### src/tnrm_pkg.sv
// Shared types and constants for the tower neighbour reject mask block.
// No dependencies; compiled first.
package tnrm_pkg;

   localparam int NUM_SECTORS_DEF  = 8;
   localparam int MAX_Z_TOWERS_DEF = 96;
   localparam int MAX_Y_TOWERS_DEF = 48;

   localparam logic       REQ_QUERY     = 1'b1;
   localparam logic       REQ_LOAD      = 1'b0;
   localparam logic [1:0] ARM_MAX       = 2'd1;
   localparam logic [2:0] SECTOR_MAX    = 3'd3;
   localparam logic [2:0] SMALL_HW_LAST = 3'd5;
   localparam logic [2:0] WIN_LAST_COL  = 3'd4;

   localparam logic [1:0] CSR_SMALL_Z = 2'd0;
   localparam logic [1:0] CSR_SMALL_Y = 2'd1;
   localparam logic [1:0] CSR_LARGE_Z = 2'd2;
   localparam logic [1:0] CSR_LARGE_Y = 2'd3;

   localparam logic [2:0] SW_TO_HW [8] = '{3'd0, 3'd1, 3'd2, 3'd3, 3'd6, 3'd7, 3'd4, 3'd5};

   localparam logic [6:0] SMALL_Z_RESET = 7'd72;
   localparam logic [5:0] SMALL_Y_RESET = 6'd36;
   localparam logic [6:0] LARGE_Z_RESET = 7'd96;
   localparam logic [5:0] LARGE_Y_RESET = 6'd48;

   typedef enum logic [1:0] {
      KIND_LOAD,
      KIND_QUERY,
      KIND_ERROR
   } kind_type;

   typedef struct packed {
      logic [6:0] small_z;
      logic [5:0] small_y;
      logic [6:0] large_z;
      logic [5:0] large_y;
   } cfg_type;

   typedef struct packed {
      kind_type    kind;
      logic        is_large;
      logic        reject_value;
      logic [6:0]  tz;
      logic [5:0]  ty;
      logic [7:0]  zlim;
      logic [4:0]  yok;
      logic [31:0] dead_word;
   } item_type;

   typedef struct packed {
      logic        first;
      logic        last;
      kind_type    kind;
      logic        is_large;
      logic        zok;
      logic [2:0]  col;
      logic [5:0]  ty;
      logic [4:0]  yok;
      logic [31:0] dead_word;
   } beat_type;

endpackage

### src/tnrm_issue.sv
// Store access sequencer: one write for a load, five column reads for a query.
// Uses tnrm_pkg.
module tnrm_issue #(
   parameter  int NUM_SECTORS  = tnrm_pkg::NUM_SECTORS_DEF,
   parameter  int MAX_Z_TOWERS = tnrm_pkg::MAX_Z_TOWERS_DEF,
   parameter  int MAX_Y_TOWERS = tnrm_pkg::MAX_Y_TOWERS_DEF,
   localparam int AW           = $clog2(NUM_SECTORS * MAX_Z_TOWERS),
   localparam int YW           = $clog2(MAX_Y_TOWERS)
) (
   input  logic               clock,
   input  logic               reset,
   input  logic               adv,
   input  logic               item_valid,
   input  tnrm_pkg::item_type item,
   input  logic [AW-1:0]      base,
   output logic               take,
   output logic               beat_valid,
   output tnrm_pkg::beat_type beat,
   output logic               wr_en,
   output logic [AW-1:0]      wr_addr,
   output logic [YW-1:0]      wr_bit,
   output logic               wr_value,
   output logic [AW-1:0]      rd_addr
);

   logic               valid_ff, valid_in;
   tnrm_pkg::item_type iss_ff, iss_in;
   logic [AW-1:0]      base_ff, base_in;
   logic [2:0]         col_ff, col_in;
   logic               last;
   logic [7:0]         zp;
   logic [7:0]         zn;
   logic [AW-1:0]      zoff;
   logic [AW-1:0]      addr;

   always_comb begin
      last = (iss_ff.kind != tnrm_pkg::KIND_QUERY) || (col_ff == tnrm_pkg::WIN_LAST_COL);
      take = adv && (!valid_ff || last);
      zp   = {1'b0, iss_ff.tz} + 8'(col_ff);
      zn   = zp - 8'd2;
      zoff = (iss_ff.kind == tnrm_pkg::KIND_LOAD) ? AW'(iss_ff.tz) : AW'(zn);
      addr = base_ff + zoff;

      beat.first     = (col_ff == 3'd0);
      beat.last      = last;
      beat.kind      = iss_ff.kind;
      beat.is_large  = iss_ff.is_large;
      beat.zok       = (zp >= 8'd2) && (zp < iss_ff.zlim + 8'd2);
      beat.col       = col_ff;
      beat.ty        = iss_ff.ty;
      beat.yok       = iss_ff.yok;
      beat.dead_word = iss_ff.dead_word;
      beat_valid     = valid_ff;

      wr_en    = adv && valid_ff && (iss_ff.kind == tnrm_pkg::KIND_LOAD);
      wr_addr  = addr;
      wr_bit   = YW'(iss_ff.ty);
      wr_value = iss_ff.reject_value;
      rd_addr  = addr;
   end

   always_comb begin
      valid_in = valid_ff;
      iss_in   = iss_ff;
      base_in  = base_ff;
      col_in   = col_ff;
      if (take) begin
         valid_in = item_valid;
         iss_in   = item;
         base_in  = base;
         col_in   = 3'd0;
      end else if (adv && valid_ff) begin
         col_in = col_ff + 3'd1;
      end
   end

   always_ff @(posedge clock) begin
      if (reset) begin
         valid_ff <= 1'b0;
         col_ff   <= 3'd0;
      end else begin
         valid_ff <= valid_in;
         col_ff   <= col_in;
      end
      iss_ff  <= iss_in;
      base_ff <= base_in;
   end

endmodule

### config.mk
export PLATFORM = sky130hd
export DESIGN_NAME = tnrm_issue
export DESIGN_NICKNAME = d
export VERILOG_FILES = /design/src/tnrm_pkg.sv /design/src/tnrm_issue.sv
export SDC_FILE = /design/constraint.sdc
export NUM_CORES = 1
export LEC_CHECK = 0
export BUFFER_PORTS_ARGS = -buffer_cell sky130_fd_sc_hd__buf_2
export CORE_ASPECT_RATIO = 0.75
export CORE_MARGIN = 8
export CORE_UTILIZATION = 45
export CTS_BUF_LIST = sky130_fd_sc_hd__clkbuf_2 sky130_fd_sc_hd__clkbuf_4 sky130_fd_sc_hd__clkbuf_8
export DETAILED_ROUTE_END_ITERATION = 7
export PLACE_DENSITY = 0.72
export RECOVER_POWER = 25
export SETUP_SLACK_MARGIN = 0.02
export SKIP_LAST_GASP = 1
export SLEW_MARGIN = 15
export SYNTH_ARGS = -nofsm -noshare
export SYNTH_HDL_FRONTEND = slang
export SYNTH_SLANG_ARGS = --single-unit
### constraint.sdc
create_clock -name clock -period 10.9 [get_ports clock]
set_input_delay 1.635 -clock clock [delete_from_list [all_inputs] [get_ports clock]]
set_output_delay 1.635 -clock clock [all_outputs]
set_load 0.02 [all_outputs]
# == After elaboration in Yosys (flattened, before gate mapping) ==
# Index checks and enable logic that the tools add are counted.
# totals
output_inout_bits,82
inputBits,76
word_cells,31
ff_bits,76
# op_classes
addsub,5
n_lt_le_gt_ge,2
n_reduce_logical,10
eq_ne,2
n_mux,1
# ops
cell,n
$add 10x8->10,1
$add 7x3->8,1
$add 8x2->8 const B,1
$ge 8x2->1 const B,1
$lt 8x8->1,1
$mux 8,1
$sub 8x2->8 const B,1
$logic_and 1x1->1,4
$add 3x1->3 const B,1
$eq 3x3->1 const B,1
$logic_not 3->1,1
$logic_not 2->1,1
$logic_or 1x1->1,2
$ne 2x1->1 const B,1
$reduce_or 2->1,1
$logic_not 1->1,1

# == Logic depth before layout (Yosys ltp) ==
# logic_depth
depth_word,5
ltp_mapped,16
ltp_nobuf,15

# == Worst setup path after synthesis ==
# No wires, ideal clock.
# synth_path
path_type,input to output
from,in adv
to,out take
arrival_ns,4.945
required_ns,9.265
path_stages,2
path_slack_ns,4.320
cell_sequence,inv_1 -> nor2_1
# synth_between
elab_chain_cells,1
# synth_rtl
element,line,text
"start, declared",tnrm_issue.sv:12,"input logic adv,"
$logic_and 1x1->1,tnrm_issue.sv:38,take = adv && (!valid_ff || last);
"end, declared",tnrm_issue.sv:16,"output logic take,"
# No other way between the ends.

# == Final worst setup path ==
# layout_path
from,reg iss_ff[51] (netlist bit)
to,out wr_addr[9]
# layout_between
elab_chain_cells,4
# layout_rtl
element,line,text
"start, declared",tnrm_issue.sv:27,"tnrm_pkg::item_type iss_ff, iss_in;"
"start signal, assigned",tnrm_issue.sv:85,iss_ff <= iss_in;
$add 7x3->8,tnrm_issue.sv:39,"zp = {1'b0, iss_ff.tz} + 8'(col_ff);"
$sub 8x2->8,tnrm_issue.sv:40,zn = zp - 8'd2;
$mux 8 (*),tnrm_issue.sv:41,zoff = (iss_ff.kind == tnrm_pkg::KIND_LOAD) ? AW'(iss_ff.tz) : AW'(zn);
$add 10x8->10 (*),tnrm_issue.sv:42,addr = base_ff + zoff;
"end, declared",tnrm_issue.sv:20,"output logic [AW-1:0] wr_addr,"
# Mark *: on every way between the ends. The rest lies on a longest branch, timed or not.

==> reports/metrics.csv <==
metric,value,unit
largest net degree at the start of global routing,73,
hold_sp,col_ff[0]$_SDFFE_PP0P_,
Crit. End Element,output pin,
gr ovfl total,0,
CP max stage cell,fa_1,
Startpoint Class,flip-flop,
cells on worst reg2reg path,6,
CP Cell Sequence,ha_1 > fa_1 > a21oi_1 > nor4_1 > o31ai_1 > xor2_1 > o21ai_1 > ha_1 > a2111oi_0 > o211ai_1 > and3_1 > o21ai_1 > xnor2_1 > buf_2,
VDD IR max,0.0946,mV
mean area per synthesized cell,12.5,µm²
status,"finished, final reports clean",
Routability Congestion,0.859,
CTS tree,done,
CP Max Fanout,5,
hold violation count in the final report,0,
fin crit share,0.529,
worst-margin pin slew,889,ps
sequential area share after synthesis,0.575,
Final Setup Violations,0,
clock buffer depth,2,
Avg Vias per Cell,4.86,
Crit Path Category,reg -> out,
Synth Warn #,0,
clk_skew,13.6,ps
vias in the first global route,2666,
max-cap violations,0,
worst hold path type,reg -> reg,
share of cells above drive strength 1,0.430,
Fin Setup TNS,0,ps
RSZ-0062 raised after global routing,false,
first-pass GRT wire length,13.5,mm
initial antenna violation count,0,
CP bufs+invs,1,
Worst EP arrival,4130,ps
DRT Pass-1 Iters,4,
Layout Nets,513,
most frequently used flop master after synthesis,edfxtp_1,
Filler cells,744,
"FFs w/ async S/R, synth",0,
Synth Instances,312,
"Req. time, crit path",9270,ps
Top delay family on crit path,compound AO/OA/AOI/OAI gates,
"flops & latches, synth",76,
P_leak,1.94,nW
Root Driver,clkbuf_8,
"Distinct cells, synth",44,
CTS buffer count,9,
Core ar.,8450,µm²
sw frac,0.303,
"Cell Count, Final, Fillers Out",527,
Rows,29,
P_sw,0.000207,W
Max Freq,173,MHz
Post-CTS Repair Setup Buffers,0,
register share of total power,0.507,
WP depth,14,
worst setup path start,iss_ff[51]$_DFFE_PP_,
DR DRC count,0,
Gate power share,0.204,
Routed WL per cell,16.5,µm
Die Ht,96.6,µm
Max-Slew Margin vs Limit,0.407,
fin area,4520,µm²
post-CTS sizing,0,
synthesis-to-layout area growth,16.0,%
Routed Antenna Nets,0,
Initial Utilization,0.461,
Post-Route WL,8.68,mm
DR vias,2560,
Die Area,11900,µm²
critical path's largest stage delay,440,ps
Total GRT Usage,0.147,
mapped cell area,3900,µm²
ANT cells,0,
Clock Power Share,0.289,
"Cell Area, Placed",4340,µm²
Post-Syn Nets,411,
CTS H-tree depth,3,
number of synthesized flops with an enable pin,72,
Worst Hold Depth,2,
CTS Hold Buffers Added,0,
IO buf count,157,
I/O pin count,158,
clock period minus worst slack,5760,ps
Internal Dissipation,0.000476,W
"Reg clk slew, reported paths",80,ps
# clock sinks,76,
Slew Limit Fails,0,
DR iter-0 viols,121,
Worst-Skew Late Latency,350,ps
placed cell count,511,
DIE WIDTH,123,µm
worst reg2reg path startpoint,col_ff[1]$_SDFFE_PP0P_,
hpwl dp,6.72,mm
cell area power density,151,nW/µm²
-- Yosys cell counts, drive strengths merged (2+ instances only) --
cell type | number | share of area
xor2 | 9 | 0.020
xnor2 | 12 | 0.027
edfxtp | 72 | 0.55
o211ai | 4 | 0.0077
a2111oi | 2 | 0.0045
dfxtp | 4 | 0.021
a211oi | 4 | 0.0090
ha | 21 | 0.067
or2 | 2 | 0.0032
fa | 2 | 0.010
nor2 | 19 | 0.019
buf | 66 | 0.13
nand4 | 2 | 0.0032
a21oi | 16 | 0.021
inv | 10 | 0.0096
nand2 | 15 | 0.014
nor2b | 4 | 0.0064
nor4 | 3 | 0.0048
nor3 | 4 | 0.0051
and3 | 4 | 0.0067
o21ai | 13 | 0.017
nand3 | 8 | 0.010
-- state kept, by name (all words and copies together), names as in the netlist --
name and count:
beat 40, iss_ff 15, base_ff 10, wr_bit 6, col_ff 3, beat_valid 1
wr_value 1
-- power by group through the flow --
stage               clock network [W]  registers (W)  logic, W
CTS                          0.000207       0.000347  0.000142
global placement                    0       0.000353  0.000140
global route                 0.000214       0.000349  0.000153
detailed placement                  0       0.000353  0.000142
finish                       0.000198       0.000347  0.000140
floorplan                           0       0.000352  0.000116
-- worst paths after layout --
check | slack, ps | end
worst max-delay path | 5140 | wr_addr[9]
worst min-delay path | 530 | col_ff[0]$_SDFFE_PP0P_
worst max register to register | 8680 | base_ff[6]$_DFFE_PP_
worst min register to register | 530 | col_ff[0]$_SDFFE_PP0P_
-- metal layers --
| layer | routed length [µm] | up-vias | GRT usage |
|---|---|---|---|
| li1 | - | 1265 | - |
| met1 | 3270 | 1165 | 0.152 |
| met2 | 4070 | 122 | 0.234 |
| met3 | 1230 | 8 | 0.0964 |
| met4 | 110 | 0 | 0.0526 |
| met5 | 0 | - | 0 |
-- per-stage QoR --
step | hold slack [ps] | total power [W] | setup slack (ps) | util
floorplan | 561 | 0.000468 | 4320 | -
global placement | 499 | 0.000493 | 5670 | 0.514
detailed placement | 520 | 0.000495 | 5520 | 0.514
CTS | 532 | 0.000696 | 5080 | 0.535
global route | 578 | 0.000716 | 4760 | 0.535
finish | 525 | 0.000684 | 5140 | 0.535
-- tightest hold or removal path: stages (launching register included) --
cell	delay, ps
dfxtp_1	360
nand2_1	70
a21oi_1	60
-- cells in the final DEF, fill, tap and decap left out, types with 2 or more instances in the layout --
cell,count
buf_2,157
inv_6,2
nand2_1,15
a211oi_1,3
nand3_1,8
edfxtp_1,72
nor2b_1,4
dfxtp_1,4
xor2_1,9
clkinvlp_4,4
o21ai_0,9
ha_1,21
fa_1,2
nor4_1,3
o21ai_1,4
xnor2_1,12
a21oi_1,16
nor3_1,4
nor2_1,17
clkbuf_8,9
o211ai_1,4
inv_1,10
and3_1,3
nand4_1,2
a2111oi_0,2
-- logic make-up (layout without fill, tap and decap cells) --
family	after synthesis	after routing	synth area share
buffers and inverters	77	184	0.136
adder cells (fa/ha/maj)	23	23	0.0777
AND/OR/NAND/NOR	69	69	0.0911
AO/OA/AOI/OAI	46	46	0.0732
flip-flops	76	76	0.575
XOR/XNOR	21	21	0.0472
-- layout make-up --
class                           instances  area, µm²  share of cell area
Sequential cell                        76       2240               0.496
Multi-Input combinational cell        159       1130               0.251
Timing Repair Buffer                  158        793               0.175
Tap cell                              108        135              0.0299
Clock buffer                           10        131              0.0291
Clock inverter                          6       47.5              0.0105
Inverter                               10       37.5             0.00830
Power figures use the tool's default switching activity.
