[config.mk]
export PLATFORM = sky130hd
export DESIGN_NAME = tnrm_decode_flat
export DESIGN_NICKNAME = d
export VERILOG_FILES = /design/src/tnrm_pkg.sv /design/src/tnrm_req_if.sv /design/src/tnrm_decode.sv /design/src/flat_wrapper.sv
export SDC_FILE = /design/constraint.sdc
export NUM_CORES = 1
export LEC_CHECK = 0
export BUFFER_PORTS_ARGS = -buffer_cell sky130_fd_sc_hd__buf_2
export CORE_MARGIN = 10
export CORE_UTILIZATION = 35
export CTS_BUF_LIST = sky130_fd_sc_hd__clkbuf_8
export CTS_CLUSTER_DIAMETER = 50
export DETAILED_ROUTE_END_ITERATION = 10
export PLACE_DENSITY = 0.68
export REMOVE_ABC_BUFFERS = 1
export SLEW_MARGIN = 20
export SYNTH_ARGS = -nofsm -noshare
export SYNTH_HDL_FRONTEND = slang
export SYNTH_SLANG_ARGS = --single-unit
export TNS_END_PERCENT = 20
[constraint.sdc]
create_clock -name clock -period 2.93 [get_ports clock]
set_clock_uncertainty 0.05 [all_clocks]
set_input_delay 0.1465 -clock clock [delete_from_list [all_inputs] [get_ports clock]]
set_output_delay 0.1465 -clock clock [all_outputs]
set_load 0.02 [all_outputs]
[src/tnrm_pkg.sv]
// Shared types and constants for the tower neighbour reject mask block.
// No dependencies; compiled first.
package tnrm_pkg;

   localparam int NUM_SECTORS_DEF  = 8;
   localparam int MAX_Z_TOWERS_DEF = 96;
   localparam int MAX_Y_TOWERS_DEF = 48;

   localparam logic       REQ_QUERY     = 1'b1;
   localparam logic       REQ_LOAD      = 1'b0;
   localparam logic [1:0] ARM_MAX       = 2'd1;
   localparam logic [2:0] SECTOR_MAX    = 3'd3;
   localparam logic [2:0] SMALL_HW_LAST = 3'd5;
   localparam logic [2:0] WIN_LAST_COL  = 3'd4;

   localparam logic [1:0] CSR_SMALL_Z = 2'd0;
   localparam logic [1:0] CSR_SMALL_Y = 2'd1;
   localparam logic [1:0] CSR_LARGE_Z = 2'd2;
   localparam logic [1:0] CSR_LARGE_Y = 2'd3;

   localparam logic [2:0] SW_TO_HW [8] = '{3'd0, 3'd1, 3'd2, 3'd3, 3'd6, 3'd7, 3'd4, 3'd5};

   localparam logic [6:0] SMALL_Z_RESET = 7'd72;
   localparam logic [5:0] SMALL_Y_RESET = 6'd36;
   localparam logic [6:0] LARGE_Z_RESET = 7'd96;
   localparam logic [5:0] LARGE_Y_RESET = 6'd48;

   typedef enum logic [1:0] {
      KIND_LOAD,
      KIND_QUERY,
      KIND_ERROR
   } kind_type;

   typedef struct packed {
      logic [6:0] small_z;
      logic [5:0] small_y;
      logic [6:0] large_z;
      logic [5:0] large_y;
   } cfg_type;

   typedef struct packed {
      kind_type    kind;
      logic        is_large;
      logic        reject_value;
      logic [6:0]  tz;
      logic [5:0]  ty;
      logic [7:0]  zlim;
      logic [4:0]  yok;
      logic [31:0] dead_word;
   } item_type;

   typedef struct packed {
      logic        first;
      logic        last;
      kind_type    kind;
      logic        is_large;
      logic        zok;
      logic [2:0]  col;
      logic [5:0]  ty;
      logic [4:0]  yok;
      logic [31:0] dead_word;
   } beat_type;

endpackage

[src/tnrm_req_if.sv]
// Request channel: valid/ready handshake with the load/query payload.
// No dependencies.
interface tnrm_req_if;
   logic        valid;
   logic        ready;
   logic        req_type;
   logic [1:0]  arm_index;
   logic [2:0]  sector_index;
   logic [5:0]  tower_y;
   logic [6:0]  tower_z;
   logic        reject_value;
   logic [31:0] existing_dead_word;

   modport source (output valid, req_type, arm_index, sector_index, tower_y, tower_z,
                   reject_value, existing_dead_word, input ready);
   modport sink (input valid, req_type, arm_index, sector_index, tower_y, tower_z,
                 reject_value, existing_dead_word, output ready);
endinterface

[src/tnrm_decode.sv]
// Input stage: takes a request, maps arm/sector to hardware sector, checks range,
// clamps grid sizes and registers the decoded item. Uses tnrm_pkg, tnrm_req_if.
module tnrm_decode #(
   parameter  int NUM_SECTORS  = tnrm_pkg::NUM_SECTORS_DEF,
   parameter  int MAX_Z_TOWERS = tnrm_pkg::MAX_Z_TOWERS_DEF,
   parameter  int MAX_Y_TOWERS = tnrm_pkg::MAX_Y_TOWERS_DEF,
   localparam int AW           = $clog2(NUM_SECTORS * MAX_Z_TOWERS)
) (
   input  logic               clock,
   input  logic               reset,
   tnrm_req_if.sink           req_bus,
   input  tnrm_pkg::cfg_type  cfg,
   input  logic               adv,
   input  logic               take,
   input  logic               clr_busy,
   output logic               item_valid,
   output tnrm_pkg::item_type item,
   output logic [AW-1:0]      base
);

   logic               valid_ff, valid_in;
   tnrm_pkg::item_type item_ff, item_in;
   logic [AW-1:0]      base_ff, base_in;
   tnrm_pkg::item_type dec;
   logic [2:0]         hw;
   logic [6:0]         zreg;
   logic [5:0]         yreg;
   logic [6:0]         ylim;
   logic [6:0]         yp;
   logic               bad;
   logic               load_en;

   assign load_en       = adv && (!valid_ff || take);
   assign req_bus.ready = load_en && !clr_busy;

   always_comb begin
      hw           = tnrm_pkg::SW_TO_HW[{req_bus.arm_index[0], req_bus.sector_index[1:0]}];
      dec.is_large = hw > tnrm_pkg::SMALL_HW_LAST;
      zreg         = dec.is_large ? cfg.large_z : cfg.small_z;
      yreg         = dec.is_large ? cfg.large_y : cfg.small_y;
      dec.zlim  = ({1'b0, zreg} > 8'(MAX_Z_TOWERS)) ? 8'(MAX_Z_TOWERS) : {1'b0, zreg};
      ylim      = ({1'b0, yreg} > 7'(MAX_Y_TOWERS)) ? 7'(MAX_Y_TOWERS) : {1'b0, yreg};
      bad = (req_bus.arm_index > tnrm_pkg::ARM_MAX)
         || (req_bus.sector_index > tnrm_pkg::SECTOR_MAX)
         || ({1'b0, req_bus.tower_y} >= 7'(MAX_Y_TOWERS))
         || ({1'b0, req_bus.tower_z} >= 8'(MAX_Z_TOWERS))
         || ({1'b0, hw} >= 4'(NUM_SECTORS));
      if (bad) begin
         dec.kind = tnrm_pkg::KIND_ERROR;
      end else if (req_bus.req_type == tnrm_pkg::REQ_QUERY) begin
         dec.kind = tnrm_pkg::KIND_QUERY;
      end else begin
         dec.kind = tnrm_pkg::KIND_LOAD;
      end
      dec.reject_value = req_bus.reject_value;
      dec.tz           = req_bus.tower_z;
      dec.ty           = req_bus.tower_y;
      dec.dead_word    = req_bus.existing_dead_word;
      yp               = '0;
      for (int d = 0; d < 5; d++) begin
         yp         = {1'b0, req_bus.tower_y} + 7'(d);
         dec.yok[d] = (yp >= 7'd2) && (yp < ylim + 7'd2);
      end
   end

   always_comb begin
      valid_in = valid_ff;
      item_in  = item_ff;
      base_in  = base_ff;
      if (load_en) begin
         valid_in = req_bus.valid && req_bus.ready;
         item_in  = dec;
         base_in  = AW'(int'(hw) * MAX_Z_TOWERS);
      end
   end

   always_ff @(posedge clock) begin
      if (reset) begin
         valid_ff <= 1'b0;
      end else begin
         valid_ff <= valid_in;
      end
      item_ff <= item_in;
      base_ff <= base_in;
   end

   assign item_valid = valid_ff;
   assign item       = item_ff;
   assign base       = base_ff;

endmodule

[src/flat_wrapper.sv]
// flat-port wrapper written by rule: the top's interface ports become plain ports
module tnrm_decode_flat 
#(
   parameter  int NUM_SECTORS  = tnrm_pkg::NUM_SECTORS_DEF,
   parameter  int MAX_Z_TOWERS = tnrm_pkg::MAX_Z_TOWERS_DEF,
   parameter  int MAX_Y_TOWERS = tnrm_pkg::MAX_Y_TOWERS_DEF,
   localparam int AW           = $clog2(NUM_SECTORS * MAX_Z_TOWERS)
)
  (clock, reset, cfg, adv, take, clr_busy, item_valid, item, base, req_bus_valid, req_bus_req_type, req_bus_arm_index, req_bus_sector_index, req_bus_tower_y, req_bus_tower_z, req_bus_reject_value, req_bus_existing_dead_word, req_bus_ready);
  tnrm_req_if req_bus_i ();
  input  logic clock;
  input  logic reset;
  input  tnrm_pkg::cfg_type cfg;
  input  logic adv;
  input  logic take;
  input  logic clr_busy;
  output logic item_valid;
  output tnrm_pkg::item_type item;
  output logic [AW-1:0] base;
  input wire logic [$bits(req_bus_i.valid)-1:0] req_bus_valid;
  input wire logic [$bits(req_bus_i.req_type)-1:0] req_bus_req_type;
  input wire logic [$bits(req_bus_i.arm_index)-1:0] req_bus_arm_index;
  input wire logic [$bits(req_bus_i.sector_index)-1:0] req_bus_sector_index;
  input wire logic [$bits(req_bus_i.tower_y)-1:0] req_bus_tower_y;
  input wire logic [$bits(req_bus_i.tower_z)-1:0] req_bus_tower_z;
  input wire logic [$bits(req_bus_i.reject_value)-1:0] req_bus_reject_value;
  input wire logic [$bits(req_bus_i.existing_dead_word)-1:0] req_bus_existing_dead_word;
  output wire logic [$bits(req_bus_i.ready)-1:0] req_bus_ready;
  assign req_bus_i.valid = req_bus_valid;
  assign req_bus_i.req_type = req_bus_req_type;
  assign req_bus_i.arm_index = req_bus_arm_index;
  assign req_bus_i.sector_index = req_bus_sector_index;
  assign req_bus_i.tower_y = req_bus_tower_y;
  assign req_bus_i.tower_z = req_bus_tower_z;
  assign req_bus_i.reject_value = req_bus_reject_value;
  assign req_bus_i.existing_dead_word = req_bus_existing_dead_word;
  assign req_bus_ready = req_bus_i.ready;
  tnrm_decode #(.NUM_SECTORS(NUM_SECTORS), .MAX_Z_TOWERS(MAX_Z_TOWERS), .MAX_Y_TOWERS(MAX_Y_TOWERS)) u_core (.clock(clock), .reset(reset), .req_bus(req_bus_i), .cfg(cfg), .adv(adv), .take(take), .clr_busy(clr_busy), .item_valid(item_valid), .item(item), .base(base));
endmodule
# After elaboration in Yosys (flattened, before gate mapping)
# Memories as Yosys holds them, arrays and structs flattened.
# Cells that the tools add are included.
[word_totals] register_bits=68 output_inout_bits=74 mem_count=1 mem_bits_ro=24 elab_cells=57 in_bits=84
[op_classes] n_mux=6 order_cmp=18 bitwise_logic=1 mul=1 n_addsub=5 reduce_logical=14
[memory_table] memory="(no name shown)" depth=8 width=3 rd=1 rd_ports_with_merged_regs=0 write_ports=0 line_no="tnrm_decode.sv:37" text="hw = tnrm_pkg::SW_TO_HW[{req_bus.arm_index[0], req_bus.sector_index[1:0]}];"
[op_table] op="7-bit by 2-bit >= comparator with 1-bit output (second input constant)" n=4
[op_table] op="7-bit < comparator" n=4
[op_table] op="6-bit by 2-bit adder with 7-bit output (second input constant)" n=2
[op_table] op="6-bit 2-to-1 mux" n=2
[op_table] op="1-bit logical AND" n=8
[op_table] op="6-bit by 1-bit adder with 7-bit output (second input constant)" n=1
[op_table] op="6-bit by 3-bit adder with 7-bit output (second input constant)" n=1
[op_table] op="7-bit by 2-bit adder with 7-bit output (second input constant)" n=1
[op_table] op="7-bit >= comparator (second input constant)" n=1
[op_table] op="7-bit > comparator (second input constant)" n=1
[op_table] op="6-bit by 7-bit < comparator with 1-bit output" n=1
[op_table] op="7-bit 2-to-1 mux" n=1
[op_table] op="6-bit by 2-bit >= comparator with 1-bit output (second input constant)" n=1
[op_table] op="6-bit >= comparator (second input constant)" n=1
[op_table] op="6-bit > comparator (second input constant)" n=1
[op_table] op="3-bit 2-to-1 mux" n=2
[op_table] op="3-bit by 2-bit multiplier with 5-bit output (second input constant)" n=1
[op_table] op="4-bit >= comparator (second input constant)" n=1
[op_table] op="1-bit logical OR" n=4
[op_table] op="3-bit NOT with 4-bit output" n=1
[op_table] op="3-bit by 2-bit > comparator with 1-bit output (second input constant)" n=1
[op_table] op="3-bit > comparator (second input constant)" n=1
[op_table] op="2-bit by 1-bit > comparator with 1-bit output (second input constant)" n=1
[op_table] op="1-bit logical NOT" n=2
[op_table] op="1-bit 2-to-1 mux" n=1

# Depth between registers and ports, before layout
[depth] depth_word=11 mapped_depth=17 ltp_nobuf=16

# Least setup slack after synthesis
# OpenSTA, ideal clock, no wires.
[synth_timing] path_type="input to register" from="input port req_bus_sector_index[1]" to="register u_core.item_ff (netlist bit u_core.item[33]), data pin" setup_time_ns=0.190 stages=16 slack_ns=-0.296 t_required_ns=2.690 arrival_time_ns=2.986 path_buffers=1 path_cell_list="inv_1 > ha_1 > ha_1 > nand2_1 > nand2_2 > inv_1 > clkbuf_1 > nand3_1 > nand2_1 > ha_1 > xor2_1 > ha_1 > o21a_1 > o21ai_0 > a21oi_1 > a2111oi_2"
[synth_lines] element="start: declaration" line_no="flat_wrapper.sv:23" text="input wire logic [$bits(req_bus_i.sector_index)-1:0] req_bus_sector_index;"
[synth_lines] element="end signal: assignment" line_no="tnrm_decode.sv:83" text="item_ff <= item_in;"
[synth_lines] element="end: declaration" line_no="tnrm_decode.sv:22" text="tnrm_pkg::item_type item_ff, item_in;"

==> impl_metrics.ini <==
[run_status]
outcome = complete, no violations

[die]
design.die.area_um2 = 14700
starting_density_pct = 36.3
floorplan.rows = 36
coreArea_um2 = 9860
dieWidth_um = 121
pin_count = 158
die_height_um = 121

[final_layout]
final_core_util_pct = 52.6
antenna_cells_inserted = 0
stdcell_count = 646
synthToLayoutAreaGrowth_pct = 45.1
nNetsFinal = 633
final_cell_area_um2 = 5190
layout_cell_share_with_drive_strength_beyond_1_pct = 36.6
final.fill_count = 825

[power_and_ir_drop]
power.ir.vdd_worst_mv = 0.224
power.clock.fraction_pct = 28.0
p_switching_uw = 712
cell_internal_pwr_uw = 1780
p_leak_uw = 0.00239
swShare_pct = 28.6
total_power_divided_by_cell_area_nw_per_um2 = 480
share_comb_of_total_power_pct = 25.8
seq_power_share_pct = 46.3

[setup_path]
ff2ff_path_depth = 4
worstPathRequired_ns = 3.03
worst-r2r-setup-slack_ns = 1.12
crit_arrival_ns = 2.83
rr_endpoint = u_core.item[31]$_DFFE_PP_
top_fanout_value_on_the_critical_path = 6
worst_r2r_startpoint = u_core.item_valid$_SDFFE_PP0P_
worst_setup_path_end_kind = flip-flop
timing.critical_path.from_type = input port
criticalPathCategory = in2reg

[yosys]
yosys_most_used_dff = edfxtp_1
synthMostInstantiatedCell = edfxtp_1
number_of_distinct_library_cells_after_synthesis = 44
syn_area_cell_um2 = 12.2
synth_edf_count = 66
yosysWarnings = 0
synth_async_sr_flop_share_pct = 0
netlist_instances = 294
synth_top_cells_by_count = edfxtp_1, ha_1, nand2_1
post_synth_main_area_contributors = edfxtp_1, ha_1, nand2_1, a21oi_1, xor2_1
mappedNetlistArea_um2 = 3580
synth_top_area_share_pct = 55.4
postSynthRegisterBits = 67
synth-seq-area-share_pct = 55.9
synth_top_cell_by_area = edfxtp_1

[clocking]
clock-root-buffer = clkbuf_8
cts-htree-levels = 3
cts_tree = built
worst_skew_pair.late_latency_ns = 0.34
clock_sinks = 67
cts_buffers = 9
clock_edge_transition_at_the_registers_on_the_reported_setup_and_hold_paths_ns = 0.07
clk_path_buf_depth = 2

[drt]
iteration_0_drc_count_of_the_detailed_router = 253
ant_nets = 0
via_count = 3117
drt_first_pass_iters = 4
routed-wl-met2_um = 6150
avgViaCountPerCell = 4.83
post_drt_wl_per_cell_um = 18.6
highest_layer = met4
detailed_route_wirelength_on_metal3_um = 1210
routedLengthMet1_um = 4500
routed_wl_um = 12000
drc_violation_count_after_routing = 0

[placement]
gp_congestion = 0.950
dp.cells = 589
postPlaceCellArea_um2 = 4570
input_output_buffers = 151
place_hpwl_um = 8690

[grt]
grt_max_degree = 26
first_global_vias = 3212
grt_util_all_layers_pct = 15.9
global_route.overflow_total = 0
initial_antenna_violation_count = 0
grt_pass1_wl_um = 18200

[job]
cap_viol_max_count = 0

[sta]
finalHoldViolations = 0
period_needed_ns = 2.73
finalSetupViolations = 0
max_freq_ghz = 0.366
final.period_utilization_pct = 93.1
timing_max_transition_violations_final = 0
timing_worst_slew_pin_value_ns = 0.544
rsz_0062_raised_after_global_routing = false
maxSlewHeadroom_pct = 63.7
holdWs_ns = 0.0265
timing.setup.tns_ns = 0

[hold_path]
min_delay_worst_endpoint = u_core.item[42]$_SDFFCE_PN1P_
min_from = cfg[11]
hold_path_depth = 3
timing.hold.worst.class = in2reg
==> critical path, cell delays in order <==
cell and delay [ns]:
buf_2 0.09, inv_1 0.05, ha_1 0.31, ha_1 0.18, nand2_1 0.10, nand2_2 0.10, inv_1 0.13, nand3_1 0.10
nand2_1 0.09, ha_2 0.23, xor2_4 0.25, ha_1 0.28, o21a_1 0.17, o21ai_0 0.15, a21oi_1 0.07, a2111oi_2 0.38
==> logic make-up (layout without fill, tap and decap cells) <==
kind of cell | Yosys count | count (layout) | synth area share, %
mux | 3 | 3 | 1.22
xor+xnor | 15 | 15 | 3.67
flops | 67 | 67 | 55.9
other cells | 2 | 10 | 0.210
simple gates | 83 | 83 | 10.9
fa+ha+maj | 40 | 40 | 14.0
compound gates | 57 | 57 | 10.4
buf+inv | 27 | 238 | 3.60
==> what timing repair did <==
action	4_1_cts	5_1_grt
endpoints found under the hold margin	42	0
setup endpoints to repair	0	5
resized for setup	0	5
hold buffers	42	0
setup buffers	0	0
==> power by group through the flow <==
stage | sequential [µW] | clock [µW] | combinational [µW]
floorplan | 1260 | 0 | 264
global placement | 1170 | 0 | 572
detailed placement | 1170 | 0 | 585
CTS | 1150 | 706 | 633
global route | 1160 | 755 | 711
finish | 1150 | 697 | 643
==> layout by cell type (no fill, tap or decap), types with 4 or more instances in the layout <==
cell type	Yosys	layout
and3_1	4	4
ha_1	40	39
xnor2_1	7	7
buf_2	4	151
dlygate4sd3_1	0	42
a21oi_1	18	18
conb_1	2	10
a31oi_1	7	6
buf_4	6	15
edfxtp_1	66	66
nor2b_1	4	4
xor2_1	8	7
nor2_1	9	9
clkbuf_8	0	9
o21ai_0	7	7
nand2_1	38	38
nand3_1	11	11
o21a_1	4	4
inv_1	15	16
==> area by class of cell <==
class | count | area, µm² | share of cell area, %
clock buffer | 9 | 124 | 2.39
sequential | 67 | 2000 | 38.6
timing repair buffer | 208 | 1290 | 24.8
clock inverter | 6 | 50.0 | 0.964
inverter | 15 | 56.3 | 1.08
multi-input combinational | 208 | 1510 | 29.0
tap | 133 | 166 | 3.20
==> routing by layer <==
metal / GRT usage [%] / vias up
li1: - / 1492
met1: 17.5 / 1468
met2: 28.6 / 144
met3: 5.07 / 13
met4: 4.68 / 0
met5: 0 / -
==> metrics by stage <==
| step | setup WS [ns] | total power [µW] |
|---|---|---|
| after floorplan | -0.253 | 1520 |
| after global placement | -0.139 | 1740 |
| after detailed placement | -0.328 | 1760 |
| after CTS | 0.0277 | 2490 |
| after global routing | 0.0178 | 2620 |
| final | 0.201 | 2490 |
==> worst max path at each step <==
stage / start / to / cells after the start
2_1_floorplan: req_bus_sector_index[1] / u_core.item[33]$_DFFE_PP_ / 15
3_3_place_gp: req_bus_sector_index[1] / u_core.item[33]$_DFFE_PP_ / 16
3_5_place_dp: req_bus_sector_index[1] / u_core.item[33]$_DFFE_PP_ / 16
4_1_cts: req_bus_sector_index[1] / u_core.item[33]$_DFFE_PP_ / 16
5_1_grt: req_bus_sector_index[1] / u_core.item[33]$_DFFE_PP_ / 16
6_report: req_bus_sector_index[1] / u_core.item[33]$_DFFE_PP_ / 16
==> registers in the layout, summed over array words and instances (netlist names) <==
register / flops
u_core.item: 61
u_core.base: 5
u_core.item_valid: 1
Note: power is estimated with default switching activity, not from simulation.
