File: src/tnrm_pkg.sv
// Shared types and constants for the tower neighbour reject mask block.
// No dependencies; compiled first.
package tnrm_pkg;

   localparam int NUM_SECTORS_DEF  = 8;
   localparam int MAX_Z_TOWERS_DEF = 96;
   localparam int MAX_Y_TOWERS_DEF = 48;

   localparam logic       REQ_QUERY     = 1'b1;
   localparam logic       REQ_LOAD      = 1'b0;
   localparam logic [1:0] ARM_MAX       = 2'd1;
   localparam logic [2:0] SECTOR_MAX    = 3'd3;
   localparam logic [2:0] SMALL_HW_LAST = 3'd5;
   localparam logic [2:0] WIN_LAST_COL  = 3'd4;

   localparam logic [1:0] CSR_SMALL_Z = 2'd0;
   localparam logic [1:0] CSR_SMALL_Y = 2'd1;
   localparam logic [1:0] CSR_LARGE_Z = 2'd2;
   localparam logic [1:0] CSR_LARGE_Y = 2'd3;

   localparam logic [2:0] SW_TO_HW [8] = '{3'd0, 3'd1, 3'd2, 3'd3, 3'd6, 3'd7, 3'd4, 3'd5};

   localparam logic [6:0] SMALL_Z_RESET = 7'd72;
   localparam logic [5:0] SMALL_Y_RESET = 6'd36;
   localparam logic [6:0] LARGE_Z_RESET = 7'd96;
   localparam logic [5:0] LARGE_Y_RESET = 6'd48;

   typedef enum logic [1:0] {
      KIND_LOAD,
      KIND_QUERY,
      KIND_ERROR
   } kind_type;

   typedef struct packed {
      logic [6:0] small_z;
      logic [5:0] small_y;
      logic [6:0] large_z;
      logic [5:0] large_y;
   } cfg_type;

   typedef struct packed {
      kind_type    kind;
      logic        is_large;
      logic        reject_value;
      logic [6:0]  tz;
      logic [5:0]  ty;
      logic [7:0]  zlim;
      logic [4:0]  yok;
      logic [31:0] dead_word;
   } item_type;

   typedef struct packed {
      logic        first;
      logic        last;
      kind_type    kind;
      logic        is_large;
      logic        zok;
      logic [2:0]  col;
      logic [5:0]  ty;
      logic [4:0]  yok;
      logic [31:0] dead_word;
   } beat_type;

endpackage

File: src/tnrm_rsp_if.sv
// Response channel: valid/ready handshake with the mask result payload.
// No dependencies.
interface tnrm_rsp_if;
   logic        valid;
   logic        ready;
   logic [20:0] neighbour_mask;
   logic [31:0] result_word;
   logic        goes_to_dead_map;
   logic        index_error;

   modport source (output valid, neighbour_mask, result_word, goes_to_dead_map, index_error,
                   input ready);
   modport sink (input valid, neighbour_mask, result_word, goes_to_dead_map, index_error,
                 output ready);
endinterface

File: src/tnrm_window.sv
// Window assembly: picks five y bits per column read, builds the 21-bit mask,
// merges the dead map word and holds the response. Uses tnrm_pkg, tnrm_rsp_if.
module tnrm_window #(
   parameter  int MAX_Y_TOWERS = tnrm_pkg::MAX_Y_TOWERS_DEF,
   localparam int YW           = $clog2(MAX_Y_TOWERS)
) (
   input  logic                    clock,
   input  logic                    reset,
   input  logic                    beat_valid,
   input  tnrm_pkg::beat_type      beat,
   input  logic [MAX_Y_TOWERS-1:0] rd_data,
   output logic                    adv,
   tnrm_rsp_if.source              rsp_bus
);

   logic               rb_valid_ff, rb_valid_in;
   tnrm_pkg::beat_type rb_ff, rb_in;
   logic [20:0]        acc_ff, acc_in;
   logic               rsp_valid_ff, rsp_valid_in;
   logic [20:0]        mask_ff, mask_in;
   logic [31:0]        word_ff, word_in;
   logic               dead_ff, dead_in;
   logic               err_ff, err_in;
   logic [6:0]         yi;
   logic [4:0]         ybits;
   logic [20:0]        merged;
   logic               is_query;

   // Column col is z offset col-2; rows y-2 and y+2 only cover z-1..z+1.
   function automatic logic [20:0] place_col(input logic [2:0] col, input logic [4:0] bits);
      logic [20:0] m;
      m = '0;
      for (int r = 0; r < 3; r++) begin
         m[5'(r * 5 + 3) + 5'(col)] = bits[r + 1];
      end
      if (col != 3'd0 && col != tnrm_pkg::WIN_LAST_COL) begin
         m[5'(col) - 5'd1]  = bits[0];
         m[5'(col) + 5'd17] = bits[4];
      end
      return m;
   endfunction

   assign adv = !rsp_valid_ff || rsp_bus.ready;

   always_comb begin
      yi = '0;
      for (int d = 0; d < 5; d++) begin
         yi       = {1'b0, rb_ff.ty} + 7'(d) - 7'd2;
         ybits[d] = rb_ff.zok && rb_ff.yok[d] && rd_data[YW'(yi)];
      end
      merged   = (rb_ff.first ? 21'd0 : acc_ff) | place_col(rb_ff.col, ybits);
      is_query = (rb_ff.kind == tnrm_pkg::KIND_QUERY);
   end

   always_comb begin
      rb_valid_in  = rb_valid_ff;
      rb_in        = rb_ff;
      acc_in       = acc_ff;
      rsp_valid_in = rsp_valid_ff;
      mask_in      = mask_ff;
      word_in      = word_ff;
      dead_in      = dead_ff;
      err_in       = err_ff;
      if (adv) begin
         rb_valid_in  = beat_valid;
         rb_in        = beat;
         rsp_valid_in = rb_valid_ff && rb_ff.last;
         if (rb_valid_ff) begin
            acc_in = merged;
            if (rb_ff.last) begin
               mask_in = is_query ? merged : 21'd0;
               dead_in = is_query && rb_ff.is_large;
               word_in = dead_in ? (rb_ff.dead_word | 32'(mask_in)) : 32'(mask_in);
               err_in  = (rb_ff.kind == tnrm_pkg::KIND_ERROR);
            end
         end
      end
   end

   always_ff @(posedge clock) begin
      if (reset) begin
         rb_valid_ff  <= 1'b0;
         rsp_valid_ff <= 1'b0;
      end else begin
         rb_valid_ff  <= rb_valid_in;
         rsp_valid_ff <= rsp_valid_in;
      end
      rb_ff   <= rb_in;
      acc_ff  <= acc_in;
      mask_ff <= mask_in;
      word_ff <= word_in;
      dead_ff <= dead_in;
      err_ff  <= err_in;
   end

   assign rsp_bus.valid            = rsp_valid_ff;
   assign rsp_bus.neighbour_mask   = mask_ff;
   assign rsp_bus.result_word      = word_ff;
   assign rsp_bus.goes_to_dead_map = dead_ff;
   assign rsp_bus.index_error      = err_ff;

endmodule

File: src/flat_wrapper.sv
// flat-port wrapper written by rule: the top's interface ports become plain ports
module tnrm_window_flat 
#(
   parameter  int MAX_Y_TOWERS = tnrm_pkg::MAX_Y_TOWERS_DEF,
   localparam int YW           = $clog2(MAX_Y_TOWERS)
)
  (clock, reset, beat_valid, beat, rd_data, adv, rsp_bus_valid, rsp_bus_neighbour_mask, rsp_bus_result_word, rsp_bus_goes_to_dead_map, rsp_bus_index_error, rsp_bus_ready);
  tnrm_rsp_if rsp_bus_i ();
  input  logic clock;
  input  logic reset;
  input  logic beat_valid;
  input  tnrm_pkg::beat_type beat;
  input  logic [MAX_Y_TOWERS-1:0] rd_data;
  output logic adv;
  output wire logic [$bits(rsp_bus_i.valid)-1:0] rsp_bus_valid;
  output wire logic [$bits(rsp_bus_i.neighbour_mask)-1:0] rsp_bus_neighbour_mask;
  output wire logic [$bits(rsp_bus_i.result_word)-1:0] rsp_bus_result_word;
  output wire logic [$bits(rsp_bus_i.goes_to_dead_map)-1:0] rsp_bus_goes_to_dead_map;
  output wire logic [$bits(rsp_bus_i.index_error)-1:0] rsp_bus_index_error;
  input wire logic [$bits(rsp_bus_i.ready)-1:0] rsp_bus_ready;
  assign rsp_bus_valid = rsp_bus_i.valid;
  assign rsp_bus_neighbour_mask = rsp_bus_i.neighbour_mask;
  assign rsp_bus_result_word = rsp_bus_i.result_word;
  assign rsp_bus_goes_to_dead_map = rsp_bus_i.goes_to_dead_map;
  assign rsp_bus_index_error = rsp_bus_i.index_error;
  assign rsp_bus_i.ready = rsp_bus_ready;
  tnrm_window #(.MAX_Y_TOWERS(MAX_Y_TOWERS)) u_core (.clock(clock), .reset(reset), .beat_valid(beat_valid), .beat(beat), .rd_data(rd_data), .adv(adv), .rsp_bus(rsp_bus_i));
endmodule
File: config.mk
export PLATFORM = sky130hd
export DESIGN_NAME = tnrm_window_flat
export DESIGN_NICKNAME = d
export VERILOG_FILES = /design/src/tnrm_pkg.sv /design/src/tnrm_rsp_if.sv /design/src/tnrm_window.sv /design/src/flat_wrapper.sv
export SDC_FILE = /design/constraint.sdc
export NUM_CORES = 1
export LEC_CHECK = 0
export BUFFER_PORTS_ARGS = -buffer_cell sky130_fd_sc_hd__buf_2
export CAP_MARGIN = 20
export CELL_PAD_IN_SITES_DETAIL_PLACEMENT = 1
export CELL_PAD_IN_SITES_GLOBAL_PLACEMENT = 1
export CORE_AREA = 4 4 150 152
export CTS_CLUSTER_SIZE = 10
export DETAILED_ROUTE_END_ITERATION = 7
export DIE_AREA = 0 0 154 156
export HOLD_SLACK_MARGIN = 0.03
export PLACE_DENSITY_LB_ADDON = 0.1
export SYNTH_ARGS = -nofsm -noshare
export SYNTH_HDL_FRONTEND = slang
export SYNTH_SLANG_ARGS = --single-unit
File: constraint.sdc
create_clock -name clock -period 4.6 [get_ports clock]
set_input_delay 0.92 -clock clock [delete_from_list [all_inputs] [get_ports clock]]
set_output_delay 0.92 -clock clock [all_outputs]
set_load 0.05 [all_outputs]
# [After elaboration in Yosys (flattened, before gate mapping)]
# Cells that the tools add are included.
[totals] ff_bits=130 inputBits=104 output_inout_bits=57
[op_classes] add_sub_neg=14 n_lt_le_gt_ge=15 n_eq_ne=3 muxes=28 bitwise=3 n_reduce_logical=23
[ops] op="bitwise mux 21 bit" count=4
[ops] op="2-to-1 mux 21 bit" count=4
[ops] op="less-than comparator 6 x 7 -> 1 bit (second input constant)" count=5
[ops] op="OR 32 x 21 -> 32 bit" count=1
[ops] op="binary-select mux 1 bit (select 6 bit)" count=5
[ops] op="less-than comparator 5 x 6 -> 1 bit (second input constant)" count=5
[ops] op="subtractor 6 x 2 -> 6 bit (second input constant)" count=5
[ops] op="demux 1 bit (select 5 bit)" count=5
[ops] op="greater-or-equal comparator 5 x 1 -> 1 bit (second input constant)" count=5
[ops] op="AND 21 bit" count=1
[ops] op="OR 21 bit" count=1
[ops] op="logical AND 1 bit" count=18
[ops] op="adder 6 x 2 -> 6 bit (second input constant)" count=2
[ops] op="adder 4 x 3 -> 5 bit (first input constant)" count=2
[ops] op="2-to-1 mux 1 bit" count=10
[ops] op="adder 6 x 1 -> 6 bit (second input constant)" count=1
[ops] op="adder 6 x 3 -> 6 bit (second input constant)" count=1
[ops] op="adder 3 x 5 -> 5 bit (second input constant)" count=1
[ops] op="adder 2 x 3 -> 4 bit (first input constant)" count=1
[ops] op="subtractor 3 x 1 -> 4 bit (second input constant)" count=1
[ops] op="!= test 3 bit (second input constant)" count=1
[ops] op="AND reduction 3 bit" count=1
[ops] op="nonzero test 3 bit" count=1
[ops] op="equality test 2 x 1 -> 1 bit (second input constant)" count=1
[ops] op="4 further kinds" count=4

# [Depth between registers and ports, before layout]
[depth] depth_word=15 ltp_mapped=15 ltp_nobuf=9

# [Worst setup path before layout]
# No wires, ideal clock.
[synth_timing] path_type="input to register" start="in rsp_bus_ready" end="reg u_core.dead_ff, in the netlist u_core.rsp_bus.goes_to_dead_map, enable pin" setup_ps=409 t_arrival_ps=4654 required_ps=4191 path_slack_ps=-463 path_stages=4 path_buffers=0 path_cell_list="nand2b_1 -> and2_1 -> nand2_1 -> inv_1"
[synth_via] elab_chain_cells=2
[synth_rtl] item="from (decl)" line="flat_wrapper.sv:20" text="input wire logic [$bits(rsp_bus_i.ready)-1:0] rsp_bus_ready;"
[synth_rtl] item="logical OR 1 bit" line="tnrm_window.sv:43" text="assign adv = !rsp_valid_ff || rsp_bus.ready;"
[synth_rtl] item="AND reduction 3 bit (no source line)"
[synth_rtl] item="to (signal assigned)" line="tnrm_window.sv:92" text="dead_ff <= dead_in;"
[synth_rtl] item="to (decl)" line="tnrm_window.sv:22" text="logic dead_ff, dead_in;"
# No other way between the ends.
# A chain may end at the register's enable or synchronous reset.

# [Worst setup path in the final report]
[layout_timing] start="reg u_core.rb_ff[38] (netlist bit)" end="reg u_core.word_ff[17], in the netlist u_core.rsp_bus.result_word[17] (data pin)"
[layout_via] elab_chain_cells=15 word_cells_on_any_way=34 classes_between="9 x add/sub; 17 x mux; 3 x bitwise; 5 x reduce/logical"
[layout_rtl] item="from (decl)" line="tnrm_window.sv:17" text="tnrm_pkg::beat_type rb_ff, rb_in;"
[layout_rtl] item="from (signal assigned)" line="tnrm_window.sv:88" text="rb_ff <= rb_in;"
[layout_rtl] item="adder 6 x 1 -> 6 bit" line="tnrm_window.sv:48" text="yi = {1'b0, rb_ff.ty} + 7'(d) - 7'd2;"
[layout_rtl] item="subtractor 6 x 2 -> 6 bit" line="tnrm_window.sv:48"
[layout_rtl] item="binary-select mux 1 bit (select 6 bit)" line="tnrm_window.sv:49" text="ybits[d] = rb_ff.zok && rb_ff.yok[d] && rd_data[YW'(yi)];"
[layout_rtl] item="2-to-1 mux 1 bit (not written as such)" line="tnrm_window.sv:49"
[layout_rtl] item="logical AND 1 bit" line="tnrm_window.sv:49"
[layout_rtl] item="AND 21 bit (no source line)"
[layout_rtl] item="bitwise mux 21 bit (2 in series)" line="tnrm_window.sv:34" text="m[5'(r * 5 + 3) + 5'(col)] = bits[r + 1];"
[layout_rtl] item="bitwise mux 21 bit" line="tnrm_window.sv:37" text="m[5'(col) - 5'd1] = bits[0];"
[layout_rtl] item="bitwise mux 21 bit" line="tnrm_window.sv:38" text="m[5'(col) + 5'd17] = bits[4];"
[layout_rtl] item="2-to-1 mux 21 bit *" line="tnrm_window.sv:36" text="if (col != 3'd0 && col != tnrm_pkg::WIN_LAST_COL) begin"
[layout_rtl] item="OR 21 bit *" line="tnrm_window.sv:51" text="merged = (rb_ff.first ? 21'd0 : acc_ff) | place_col(rb_ff.col, ybits);"
[layout_rtl] item="2-to-1 mux 21 bit *" line="tnrm_window.sv:71" text="mask_in = is_query ? merged : 21'd0;"
[layout_rtl] item="OR 32 x 21 -> 32 bit" line="tnrm_window.sv:73" text="word_in = dead_in ? (rb_ff.dead_word | 32'(mask_in)) : 32'(mask_in);"
[layout_rtl] item="2-to-1 mux 21 bit *" line="tnrm_window.sv:73"
[layout_rtl] item="to (signal assigned)" line="tnrm_window.sv:91" text="word_ff <= word_in;"
[layout_rtl] item="to (decl)" line="tnrm_window.sv:21" text="logic [31:0] word_ff, word_in;"
# Mark *: on every way between the ends. The rest lies on a longest branch, timed or not. The select of a mux whose other input is x is not followed.

==> impl_metrics.yaml <==
outcome:
  status: "completed"
synth:
  yosysTopAreaCell: "edfxtp_1"
  syn_area_um2: 7270
  ys_seq_area_frac: 0.534
  syn_area_per_cell_um2: 13.5
  netlist_top_cells_count: "edfxtp_1, nand2_1, mux4_2, nor2_1, a21oi_1"
  yosys-top-cells-area: "edfxtp_1, mux4_2, mux4_1, nand2_1, mux2i_1"
  synth_cell_types: 65
  synth_cells: 540
  ys_async_sr_fraction: 0
  synth.most_common_cell: "edfxtp_1"
  yosys_warnings: 0
  syn-num-nets: 651
  synth_flop_cell: "edfxtp_1"
  yosysTopAreaCellShare: 0.529
  synth-seq-cells: 130
  synth_edf_count: 128
sta:
  period_minus_slack_ns: 4.01
  fin_skew_ns: 0.0123
  period_share: 0.873
  fin_hold_ws_ns: 0.552
  finalSetupTns_ns: 0
  max_freq_mhz: 249
  final-setup-viol-count: 0
  worstMarginPinSlew_ns: 1.09
  timing_hold_violations_final: 0
  rsz0062_at_grt: "no"
  max_slew_margin: 0.271
  drv_slew: 0
clock_network:
  clk_latency_ns: 0.42
  cts_max_level: 4
  cts_hold_buffers: 0
  clkTransAtPathRegs_ns: 0.06
  cts_sinks: 130
  cts_max_path_buffers: 2
  cts_tree: "yes"
  numCtsBuffers: 17
  clock-root-buffer: "clkbuf_16"
  cts_resized: 0
  cts_setup_buffers: 0
layout:
  drive_gt1_frac: 0.374
  fillerInstances: 2208
  nNetsFinal: 806
  multi_input_area_um2: 3130
  fin_util: 0.425
  area_growth_syn_to_layout_pct: 23.0
  diodes: 0
  area.sequential_um2: 3880
setup_path:
  crit_chain: "ha_1 -> xor2_2 -> buf_4 -> mux4_2 -> a31oi_1 -> o211ai_1 -> a32o_1 -> a41oi_1 -> o2bb2ai_1"
  ff2ff_path_depth: 9
  crit_family: "compound AO/OA/AOI/OAI gates"
  crit_type: "reg2reg"
  cp_slowest_cell: "edfxtp_1"
  max_stage_delay_ns: 0.67
  timing.rr.end: "u_core.rsp_bus.result_word[17]"
  required_ns: 4.74
  arrival_ns: 4.16
  critical_path_buf_inv_count: 1
  worstSetupStartpointType: "register"
  timing.rr.start: "u_core.rb_ff[38]"
  r2r_slack_ns: 0.59
  cp-end-kind: "register"
  worstPathMaxFanout: 19
detailed_routing:
  drt_iter0_drc: 293
  drcViolationCount: 0
  vias: 5333
  first_pass_iters: 7
  antenna_left: 0
  wl_per_cell_um: 21.7
  viasPerCell: 5.43
  wl_um: 21300
global_route:
  antenna_found_initial: 0
  grt_pass1_vias: 5754
  grt_max_degree: 56
  grt.total_usage: 0.178
  overflow: 0
  grt_pass1_wl_um: 33500
hold_path:
  hp-start: "u_core.rb_valid_ff"
  hold_path_end: "u_core.rb_valid_ff"
  hold_path_class: "reg2reg"
  hold_depth: 2
floorplan:
  boundaryPins: 161
  die_area_um2: 24000
  start_util: 0.346
  die_w_um: 154
  die_h_um: 156
  rows: 53
  core_area_um2: 21000
power_and_ir_drop:
  power_density_nw_per_um2: 374
  p_leak_nw: 3.56
  peakVddDrop_v: 0.000194
placed_design:
  gp_congestion: 0.827
  port_buffers: 160
  dp_hpwl_um: 15700
flow_run:
  cap_violations: 0
-- sequential cells by signal (all words and copies together) (netlist names) --
name	count
u_core.rsp_bus.index_error	1
u_core.acc_ff	21
u_core.rsp_bus.valid	1
u_core.rsp_bus.result_word	32
u_core.rb_ff	52
u_core.rsp_bus.neighbour_mask	21
u_core.rsp_bus.goes_to_dead_map	1
u_core.rb_valid_ff	1
-- cells in the final DEF (no fill, tap or decap), drive strengths merged, types with 11 or more instances in the layout --
cell	instances
nand2	54
nor2	32
and3	15
a21oi	28
mux2i	17
clkbuf	20
mux4	51
edfxtp	128
inv	20
a31oi	14
buf	172
xnor2	11
nand3	14
-- cells by family (layout without fill, tap and decap cells) --
group                    Yosys count  in the layout  share of synthesized area
AND/OR/NAND/NOR                  160            160                      0.106
flip-flops                       130            130                      0.534
AO/OA/AOI/OAI                     96             96                     0.0964
multiplexers                      74             74                      0.195
buffers and inverters             57            225                     0.0351
XOR/XNOR                          16             16                     0.0213
adder cells (fa/ha/maj)            7              7                     0.0120
-- worst reg2reg max path, cell delays in order, from the launching register on --
cell	delay [ns]
edfxtp_1	0.67
ha_1	0.31
xor2_2	0.47
buf_4	0.27
mux4_2	0.50
a31oi_1	0.20
o211ai_1	0.11
a32o_1	0.59
a41oi_1	0.48
o2bb2ai_1	0.12
-- report_power, final --
group          internal, W  switching (W)  total (W)  leakage [nW]
sequential         0.00136      0.0000403    0.00140          1.30
combinational     0.000231       0.000306   0.000537          1.96
clock             0.000883       0.000520    0.00140         0.296
-- through the flow --
step           std cells  instance area (um2)  power [W]  worst slack (ns)
5_1_grt              983                 8940    0.00349             0.253
3_3_place_gp         951                 8330    0.00196             0.693
2_1_floorplan        540                 7270    0.00178             0.364
6_report             983                 8940    0.00334             0.586
4_1_cts              983                 8940    0.00339             0.534
3_5_place_dp         951                 8330    0.00197             0.540
-- routing by layer --
metal,wire length (um),vias up,global-route usage
li1,-,2446,-
met1,8760,2730,0.222
met2,11500,141,0.322
met3,868,16,0.0319
met4,208,0,0.0446
met5,0,-,0
-- layout make-up --
| class | count | area share |
|---|---|---|
| Clock inverter | 12 | 0.0173 |
| Inverter | 21 | 0.00881 |
| Multi-Input combinational cell | 353 | 0.350 |
| Timing Repair Buffer | 172 | 0.0996 |
| Clock buffer | 20 | 0.0511 |
| Sequential cell | 130 | 0.434 |
| Tap cell | 275 | 0.0385 |
-- worst max path at each step --
stage                                start                              end  slack, ns  depth (start not counted)
after floorplan              rsp_bus_ready  u_core.rsp_bus.goes_to_dead_map       0.36                          4
after global placement    u_core.rb_ff[38]   u_core.rsp_bus.result_word[16]       0.69                          9
after detailed placement  u_core.rb_ff[38]   u_core.rsp_bus.result_word[17]       0.54                          9
after CTS                 u_core.rb_ff[38]   u_core.rsp_bus.result_word[17]       0.53                          9
after global routing      u_core.rb_ff[38]   u_core.rsp_bus.result_word[17]       0.25                          9
final                     u_core.rb_ff[38]   u_core.rsp_bus.result_word[17]       0.59                          9
(Power assumes the default switching activity.)
